$ cat src/rtl/core/pnc_pkg.sv
// shared types and constants for the perfect number check
package pnc_pkg;

    // width of the reported divisor sum field
    localparam int SUM_BITS = 18;

    // largest value the divisor sum field can carry
    localparam logic [SUM_BITS-1:0] SUM_MAX = '1;

    // sequencer states
    typedef enum logic [1:0] {
        S_IDLE,
        S_ISSUE,
        S_WAIT,
        S_FINISH
    } t_state;

endpackage

$ cat src/rtl/core/perfect_number_check.sv
// perfect number check: aliquot sum by trial division through a shared divider
//
//  channel   ports                               handshake
//  -------   ---------------------------------   ---------------------------
//  command   start, i_number                     taken when start & !busy
//  result    o_valid, o_is_perfect,              one-cycle strobe, no stall
//            o_divisor_sum
//
// trial divisors run from 2 upward, each one divided into the number by the
// shared restoring divider; the pass ends at the first divisor whose quotient
// falls below it, and 0 or 1 go straight to the result with no division.
// busy stays high until the result strobe; reset is synchronous and leaves
// the block idle. the receiver cannot stall the result.
module perfect_number_check #(
    parameter int WIDTH = 16
) (
    input  logic                         i_clk,
    input  logic                         i_rst_n,
    input  logic                         start,
    input  logic [WIDTH-1:0]             i_number,
    output logic                         busy,
    output logic                         o_valid,
    output logic                         o_is_perfect,
    output logic [pnc_pkg::SUM_BITS-1:0] o_divisor_sum
);

    // exact aliquot sum stays below 7 * number for numbers up to 32 bits
    localparam int SUM_W = WIDTH + 3;
    localparam int EXT_W = (SUM_W > pnc_pkg::SUM_BITS) ? SUM_W : pnc_pkg::SUM_BITS;

    pnc_pkg::t_state r_state;
    pnc_pkg::t_state n_state;

    logic [WIDTH-1:0] r_num;
    logic [WIDTH-1:0] n_num;
    logic [WIDTH-1:0] r_dvs;
    logic [WIDTH-1:0] n_dvs;
    logic [SUM_W-1:0] r_sum;
    logic [SUM_W-1:0] n_sum;

    logic             w_accept;
    logic             w_div_start;
    logic             w_div_done;
    logic [WIDTH-1:0] w_quo;
    logic [WIDTH-1:0] w_rem;
    logic             w_last;
    logic [EXT_W-1:0] w_sum_ext;

    assign w_accept = start && (r_state == pnc_pkg::S_IDLE);
    // quotient below the divisor means divisor squared exceeds the number
    assign w_last   = (w_quo < r_dvs);

    // shared divider
    pnc_div #(
        .WIDTH (WIDTH)
    ) u_div (
        .i_clk       (i_clk),
        .i_rst_n     (i_rst_n),
        .i_start     (w_div_start),
        .i_dividend  (r_num),
        .i_divisor   (r_dvs),
        .o_done      (w_div_done),
        .o_quotient  (w_quo),
        .o_remainder (w_rem)
    );

    // next state
    always_comb begin
        n_state = r_state;
        unique case (r_state)
            pnc_pkg::S_IDLE: begin
                if (start) begin
                    n_state = (i_number < WIDTH'(2)) ? pnc_pkg::S_FINISH : pnc_pkg::S_ISSUE;
                end
            end
            pnc_pkg::S_ISSUE: begin
                n_state = pnc_pkg::S_WAIT;
            end
            pnc_pkg::S_WAIT: begin
                if (w_div_done) begin
                    n_state = w_last ? pnc_pkg::S_FINISH : pnc_pkg::S_ISSUE;
                end
            end
            pnc_pkg::S_FINISH: begin
                n_state = pnc_pkg::S_IDLE;
            end
            default: begin
                n_state = pnc_pkg::S_IDLE;
            end
        endcase
    end

    // state outputs
    always_comb begin
        busy        = 1'b1;
        o_valid     = 1'b0;
        w_div_start = 1'b0;
        unique case (r_state)
            pnc_pkg::S_IDLE:   busy        = 1'b0;
            pnc_pkg::S_ISSUE:  w_div_start = 1'b1;
            pnc_pkg::S_WAIT:   w_div_start = 1'b0;
            pnc_pkg::S_FINISH: o_valid     = 1'b1;
            default:           busy        = 1'b1;
        endcase
    end

    // number, trial divisor and running sum
    always_comb begin
        n_num = r_num;
        n_dvs = r_dvs;
        n_sum = r_sum;
        if (w_accept) begin
            n_num = i_number;
            n_dvs = WIDTH'(2);
            // one divides every number of two or more
            n_sum = (i_number < WIDTH'(2)) ? '0 : SUM_W'(1);
        end else if ((r_state == pnc_pkg::S_WAIT) && w_div_done && !w_last) begin
            n_dvs = r_dvs + 1'b1;
            if (w_rem == '0) begin
                if (w_quo == r_dvs) begin
                    n_sum = r_sum + SUM_W'(r_dvs);
                end else begin
                    n_sum = r_sum + SUM_W'(r_dvs) + SUM_W'(w_quo);
                end
            end
        end
    end

    // control state
    always_ff @(posedge i_clk) begin
        if (!i_rst_n) begin
            r_state <= pnc_pkg::S_IDLE;
        end else begin
            r_state <= n_state;
        end
    end

    // datapath registers
    always_ff @(posedge i_clk) begin
        r_num <= n_num;
        r_dvs <= n_dvs;
        r_sum <= n_sum;
    end

    // result fields, sum saturated to the output width, flag on the exact sum
    assign w_sum_ext     = EXT_W'(r_sum);
    assign o_divisor_sum = (w_sum_ext > EXT_W'(pnc_pkg::SUM_MAX)) ?
                           pnc_pkg::SUM_MAX : w_sum_ext[pnc_pkg::SUM_BITS-1:0];
    assign o_is_perfect  = (r_num != '0) && (r_sum == SUM_W'(r_num));

endmodule

$ cat src/rtl/core/pnc_div.sv
// restoring divider, one quotient bit per cycle, shared by all trial divisors
module pnc_div #(
    parameter int WIDTH = 16
) (
    input  logic             i_clk,
    input  logic             i_rst_n,
    input  logic             i_start,
    input  logic [WIDTH-1:0] i_dividend,
    input  logic [WIDTH-1:0] i_divisor,
    output logic             o_done,
    output logic [WIDTH-1:0] o_quotient,
    output logic [WIDTH-1:0] o_remainder
);

    localparam int CNT_W = (WIDTH > 1) ? $clog2(WIDTH) : 1;

    logic             r_busy;
    logic             n_busy;
    logic             r_done;
    logic             n_done;
    logic [CNT_W-1:0] r_cnt;
    logic [CNT_W-1:0] n_cnt;
    logic [WIDTH-1:0] r_quo;
    logic [WIDTH-1:0] n_quo;
    logic [WIDTH-1:0] r_rem;
    logic [WIDTH-1:0] n_rem;
    logic [WIDTH-1:0] r_dvs;
    logic [WIDTH-1:0] n_dvs;
    logic [WIDTH:0]   w_shift;
    logic [WIDTH:0]   w_diff;
    logic             w_fits;

    // one shift, compare and subtract step
    assign w_shift = {r_rem, r_quo[WIDTH-1]};
    assign w_diff  = w_shift - {1'b0, r_dvs};
    assign w_fits  = (w_shift >= {1'b0, r_dvs});

    // step control and datapath next values
    always_comb begin
        n_busy = r_busy;
        n_done = 1'b0;
        n_cnt  = r_cnt;
        n_quo  = r_quo;
        n_rem  = r_rem;
        n_dvs  = r_dvs;
        if (i_start && !r_busy) begin
            n_busy = 1'b1;
            n_cnt  = CNT_W'(WIDTH - 1);
            n_quo  = i_dividend;
            n_rem  = '0;
            n_dvs  = i_divisor;
        end else if (r_busy) begin
            n_quo = {r_quo[WIDTH-2:0], w_fits};
            n_rem = w_fits ? w_diff[WIDTH-1:0] : w_shift[WIDTH-1:0];
            n_cnt = r_cnt - 1'b1;
            if (r_cnt == '0) begin
                n_busy = 1'b0;
                n_done = 1'b1;
            end
        end
    end

    // control state
    always_ff @(posedge i_clk) begin
        if (!i_rst_n) begin
            r_busy <= 1'b0;
            r_done <= 1'b0;
        end else begin
            r_busy <= n_busy;
            r_done <= n_done;
        end
    end

    // datapath registers
    always_ff @(posedge i_clk) begin
        r_cnt <= n_cnt;
        r_quo <= n_quo;
        r_rem <= n_rem;
        r_dvs <= n_dvs;
    end

    assign o_done      = r_done;
    assign o_quotient  = r_quo;
    assign o_remainder = r_rem;

endmodule
$ cat config.mk
export PLATFORM = sky130hd
export DESIGN_NAME = perfect_number_check
export DESIGN_NICKNAME = d
export VERILOG_FILES = /design/src/rtl/core/pnc_pkg.sv /design/src/rtl/core/perfect_number_check.sv /design/src/rtl/core/pnc_div.sv
export SDC_FILE = /design/constraint.sdc
export NUM_CORES = 1
export LEC_CHECK = 0
export ABC_AREA = 1
export BUFFER_PORTS_ARGS = -buffer_cell sky130_fd_sc_hd__buf_4
export CORE_MARGIN = 2
export CORE_UTILIZATION = 28
export DETAILED_ROUTE_END_ITERATION = 10
export SLEW_MARGIN = 20
export SYNTH_ARGS = -nofsm -noshare
export SYNTH_HDL_FRONTEND = slang
export SYNTH_SLANG_ARGS = --single-unit
$ cat constraint.sdc
create_clock -name i_clk -period 4.4 [get_ports i_clk]
set_clock_uncertainty 0.15 [all_clocks]
set_input_delay 0.88 -clock i_clk [delete_from_list [all_inputs] [get_ports i_clk]]
set_output_delay 0.88 -clock i_clk [all_outputs]
set_load 0.03 [all_outputs]
### Word-level counts from Yosys, hierarchy flattened

Cells that the tools add are included.
W data, S select, Z words.

| operators by class | value |
|---|---|
| add/sub/neg operators | 5 |
| $mul | 0 |
| divide/modulo/power cells | 0 |
| magnitude comparators | 4 |
| eq/ne operators | 7 |
| shift-type cells | 0 |
| multiplexer cells | 21 |
| bitwise logic cells | 2 |
| reductions and logical operators | 17 |

Operators by type and width:

| kind | count |
|---|---|
| $mux W19 | 4 |
| $mux W16 | 3 |
| $add A19 B16 Y19 | 2 |
| $eq A19 B16 Y1 | 1 |
| $gt A19 B18 Y1 const B | 1 |
| $mux W18 | 1 |
| $ge A17 B16 Y1 | 1 |
| $add A16 B1 Y16 const B | 1 |
| $eq A16 B16 Y1 | 1 |
| $logic_not A16 Y1 | 1 |
| $lt A16 B16 Y1 | 1 |
| $lt A16 B2 Y1 const B | 1 |
| $reduce_bool A16 Y1 | 1 |
| $sub A16 B16 Y16 | 1 |
| $mux W1 | 8 |
| $mux W2 | 4 |
| $pmux W2 S4 | 1 |
| $reduce_bool A2 Y1 | 3 |
| $logic_and A1 B1 Y1 | 5 |
| $eq A2 B2 Y1 const B | 2 |
| $logic_not A4 Y1 | 1 |
| $reduce_and A2 Y1 | 2 |
| $sub A4 B1 Y4 const B | 1 |
| $reduce_or A3 Y1 | 1 |
| 6 further kinds | 8 |

| word-level totals | value |
|---|---|
| flip-flop bits (word level) | 107 |
| bits in latches | 0 |
| bits in writable memories | 0 |
| ROM bits | 0 |
| input bits | 19 |
| output and inout bits | 21 |
| logic and storage cells | 66 |
| memories kept | 0 |

### Depth between registers and ports, before layout

| logic depth | value |
|---|---|
| word-level depth | 6 |
| mapped depth | 25 |

### By module

A second synthesis with hierarchy kept.

| unflattened totals | value |
|---|---|
| cell total of the unflattened synthesis | 1,189 |
| area, all modules | 8,486.9 µm² |

By module, submodules not included:

| module | instances | cells an instance | area an instance (µm²) |
|---|---|---|---|
| perfect_number_check | 1 | 754 | 5,237.5 |
| pnc_div | 1 | 435 | 3,249.4 |

### Worst setup path after synthesis

No wires, ideal clock.

| timing | value |
|---|---|
| kind | register -> register |
| start | register r_dvs[0] |
| end | register r_sum[18] (data pin) |
| setup time | 255 ps |
| arrival time | 2,844 ps |
| required time | 3,995 ps |
| slack | 1,151 ps |
| stages on the path, launching flop included | 24 |
| path buffers | 0 |
| period minus slack after synthesis | 3,249 ps |
| cells stage by stage | dfxtp_1 ha_1 inv_1 fa_1 inv_1 nand3_1 nand2_1 nand2_1 nand2_1 a21o_1 xnor2_1 inv_1 ha_1 nand2_1 inv_1 nand2_1 nor3_1 nand2_1 nand2_1 nand2_1 nor2_1 nand3_1 nand2_1 nor2_1 |

| between the ends | value |
|---|---|
| cells in the longest elaborated chain, start to end | 6 |
| elaborated cells between the ends (all ways) | 7 |
| those cells by class | 2 x add/sub; 1 x eq/ne; 4 x mux |

RTL lines:

| what | line | text |
|---|---|---|
| start: declaration | perfect_number_check.sv:36 | `logic [WIDTH-1:0] r_dvs;` |
| start signal: assignment | perfect_number_check.sv:141 | `r_dvs <= n_dvs;` |
| $add A19 B16 Y19 | perfect_number_check.sv:121, perfect_number_check.sv:123 |  |
| $add A19 B16 Y19 | perfect_number_check.sv:123 | `n_sum = r_sum + SUM_W'(r_dvs) + SUM_W'(w_quo);` |
| $mux W19 (*) | perfect_number_check.sv:120 | `if (w_quo == r_dvs) begin` |
| $mux W19 (*) | perfect_number_check.sv:119 | `if (w_rem == '0) begin` |
| $mux W19 (*) | perfect_number_check.sv:117 | `end else if ((r_state == pnc_pkg::S_WAIT) && w_div_done && !w_last) begin` |
| $mux W19 (*) | perfect_number_check.sv:112 | `if (w_accept) begin` |
| end signal: assignment | perfect_number_check.sv:142 | `r_sum <= n_sum;` |
| end: declaration | perfect_number_check.sv:38 | `logic [SUM_W-1:0] r_sum;` |

Mark *: on every way between the ends. The rest lies on a longest branch, timed or not. The select of a mux whose other input is x is not followed.
A chain may end at the register's enable or synchronous reset.

### Worst setup path in the final report

| timing | value |
|---|---|
| start | register r_dvs[0] |
| end | register r_sum[13] (data pin) |

The elaborated chain is that of the path after synthesis.

==> flow_metrics.env <==
export IMPL_critical_path_class="flip-flop to flip-flop"
export IMPL_met3_wirelength_um=1128
export IMPL_clockBufferDepth=2
export IMPL_synthSimpleGateAreaFrac_pct=30.74
export IMPL_crit_required_ns=4.34
export IMPL_placed_area_um2=8936
export IMPL_syn_area_um2=8200
export IMPL_synth_seq_cells=107
export IMPL_drtAntennaViolNets=0
export IMPL_routed_via_density=4.727
export IMPL_n_antenna_cell=0
export IMPL_status="complete, no violations"
export IMPL_dieArea_um2=30670
export IMPL_slew_headroom_pct=43.39
export IMPL_ctsHoldBuffers=0
export IMPL_synth_edf_count=67
export IMPL_setup_violations=0
export IMPL_cts_buffers=9
export IMPL_tns_ns=0
export IMPL_hold_viol_final=0
export IMPL_fillers=3038
export IMPL_multiInputGateArea_um2=4708
export IMPL_synth_most_common_cell="nand2_1"
export IMPL_timing_final_crit_period_ns=4.006
export IMPL_drt_iter0_drc=551
export IMPL_cts_tree="built"
export IMPL_die_h_um=175.1
export IMPL_synth_top_area_share_pct=24.53
export IMPL_post_route_util_pct=32.12
export IMPL_synth_xor_area_share_pct=5.447
export IMPL_rows=62
export IMPL_p_leak_nw=4.275
export IMPL_synthAdderAreaFrac_pct=10.96
export IMPL_cellPowerDensity_nw_per_um2=606.2
export IMPL_post_route_drc_count=0
export IMPL_dr_wl_met2_um=10800
export IMPL_postCtsSetupRepairBufs=0
export IMPL_cp_max_fo=7
export IMPL_ff_latch_area_um2=2813
export IMPL_grt_pass1_vias=7094
export IMPL_syn2layout_area_growth_pct=12.73
export IMPL_hold_class="flip-flop to flip-flop"
export IMPL_synth_top_family_by_area="simple AND/OR/NAND/NOR gates"
export IMPL_yosys_cell_types_count=51
export IMPL_rsz0062_at_grt="false"
export IMPL_pwr_share_seq_pct=29.7
export IMPL_arrival_ns=3.95
export IMPL_avgSynthCellArea_um2=7.276
export IMPL_m1WireLength_um=10800
export IMPL_cts_sinks=107
export IMPL_htree_levels=3
export IMPL_root_buffer="clkbuf_16"
export IMPL_start_kind="flip-flop"
export IMPL_gp_congestion=0.8983
export IMPL_grt_max_degree=44
export IMPL_path_clk_slew_ns=0.08
export IMPL_ys_seq_area_share_pct=34.30
export IMPL_syn_nets=1216
export IMPL_yosys_top_cells_count="345 x nand2_1, 143 x inv_1, 82 x nor2_1"
export IMPL_finalCritPeriodShare_pct=91.05
export IMPL_synth_warnings=0
export IMPL_grt_pass1_wl_um=37070
export IMPL_worst_slew_pin_slew_ns=0.8480
export IMPL_top_layer="met4"
export IMPL_max_cap_violations=0
export IMPL_worst_slack_ns=0.3940
export IMPL_yosys_top_cells_area="edfxtp_1 25%, nand2_1 16%, ha_1 10%"
export IMPL_yosys_area_top_type="edfxtp_1"
export IMPL_ios=40
export IMPL_dieWidth_um=175.1
export IMPL_synthArstFlopShare_pct=0
export IMPL_power_frac_comb_pct=55.3
export IMPL_synth_compound_area_share_pct=10.10
export IMPL_grt_antenna_before_repair=0
export IMPL_drt_pre_antenna_iters=5
export IMPL_reg2reg_setup_slack_ns=0.39
export IMPL_routedWlPerCell_um=15.00
export IMPL_synthFlopType="edfxtp_1"
export IMPL_portBuffers=39
export IMPL_synthMuxAreaShare_pct=0
export IMPL_slew_viol_final=0
export IMPL_nNetsFinal=1255
export IMPL_dpl_hpwl_um=18640
export IMPL_place_ws_ns=0.4611
export IMPL_p_total_mw=5.603
export IMPL_final_design_area_no_fill_um2=9244
export IMPL_synth_cells=1127
export IMPL_max_freq_mhz=249.6
export IMPL_vdd_drop_max_mv=0.2842
export IMPL_totalWireLength_um=23320
export IMPL_p_int_mw=2.929
export IMPL_clkLatencyLatePin_ns=0.36
export IMPL_vias=7350
export IMPL_cts_resized=0
export IMPL_power_switching_mw=2.674
export IMPL_initial_core_util_pct=28.49
export IMPL_clkPwrFrac_pct=15.0
export IMPL_drive_above_1_share_pct=10.93
export IMPL_end_kind="flip-flop"
export IMPL_swShare_pct=47.72
export IMPL_core_um2=28780
export IMPL_gr_total_overflow=0
export IMPL_track_usage_pct=15.43
-- layout by cell type, fill, tap and decap left out, drive strengths merged, types with 21 or more instances in the layout --
| cell type | n |
|---|---|
| o21ai | 38 |
| buf | 44 |
| nand2 | 361 |
| edfxtp | 67 |
| inv | 162 |
| nor2 | 85 |
| xor2 | 28 |
| nand3 | 69 |
| a21oi | 77 |
| xnor2 | 23 |
| or2 | 21 |
| ha | 67 |
| dfxtp | 40 |
-- sequential cells by signal, summed over array words and instances (netlist names) --
signal             flops
r_sum                 19
u_div.o_quotient      16
u_div.r_cnt            4
r_dvs                 16
u_div.o_remainder     16
u_div.o_done           1
u_div.r_busy           1
u_div.r_dvs           16
r_state                2
r_num                 16
-- final timing paths --
kind         cells after the start             startpoint                    end
max                             22               r_dvs[0]              r_sum[13]
min                              2  u_div.o_remainder[15]  u_div.o_remainder[15]
max reg2reg                     22               r_dvs[0]              r_sum[13]
min reg2reg                      2  u_div.o_remainder[15]  u_div.o_remainder[15]
-- through the flow --
stage                     cells  hold WS (ns)
final                      1555        0.3239
after global routing       1555        0.3608
after CTS                  1555        0.3270
after detailed placement   1539        0.3153
after global placement     1539        0.3093
after floorplan            1127        0.2880
-- power by group through the flow --
stage                     clock network [mW]  logic, mW  registers, mW
after floorplan                            0       2.39           1.53
after global placement                     0       3.06           1.67
after detailed placement                   0       3.07           1.68
after CTS                              0.857       3.09           1.65
after global routing                   0.894       3.49           1.68
final                                  0.838       3.10           1.67
-- layout make-up --
cell class,instances,area share (%)
clock buffer,9,2.436
clock inverter,7,0.8933
inverter,161,6.538
multi-input combinational,843,50.93
sequential,107,30.43
tap,384,5.198
timing repair buffer,44,3.573
-- worst max-delay path, cell delays in order (launching register included) --
cell,delay (ns)
dfxtp_1,0.46
ha_1,0.26
inv_1,0.08
fa_1,0.41
inv_1,0.08
nand3_1,0.06
nand2_1,0.15
nand2_1,0.07
nand2_1,0.11
xor2_1,0.37
ha_1,0.36
nand2_1,0.11
inv_1,0.04
a21oi_1,0.22
nand2_1,0.18
nand2_1,0.09
nand2_1,0.08
nand2_1,0.11
nand2_1,0.06
nand2_1,0.05
nand3_1,0.06
nand2_1,0.11
nor2_1,0.05
-- kinds of logic after synthesis --
family | count (synthesis)
simple gates | 581
buf+inv | 177
compound gates | 141
flops | 107
fa+ha+maj | 70
xor+xnor | 51
-- per-layer routing --
metal  up-vias  track usage, %
met2       181           26.25
met4         0           5.139
met5         -               0
met1      3366           19.61
met3        43           2.894
li1       3760               -
No activity file was read; power rests on OpenSTA's default activity.
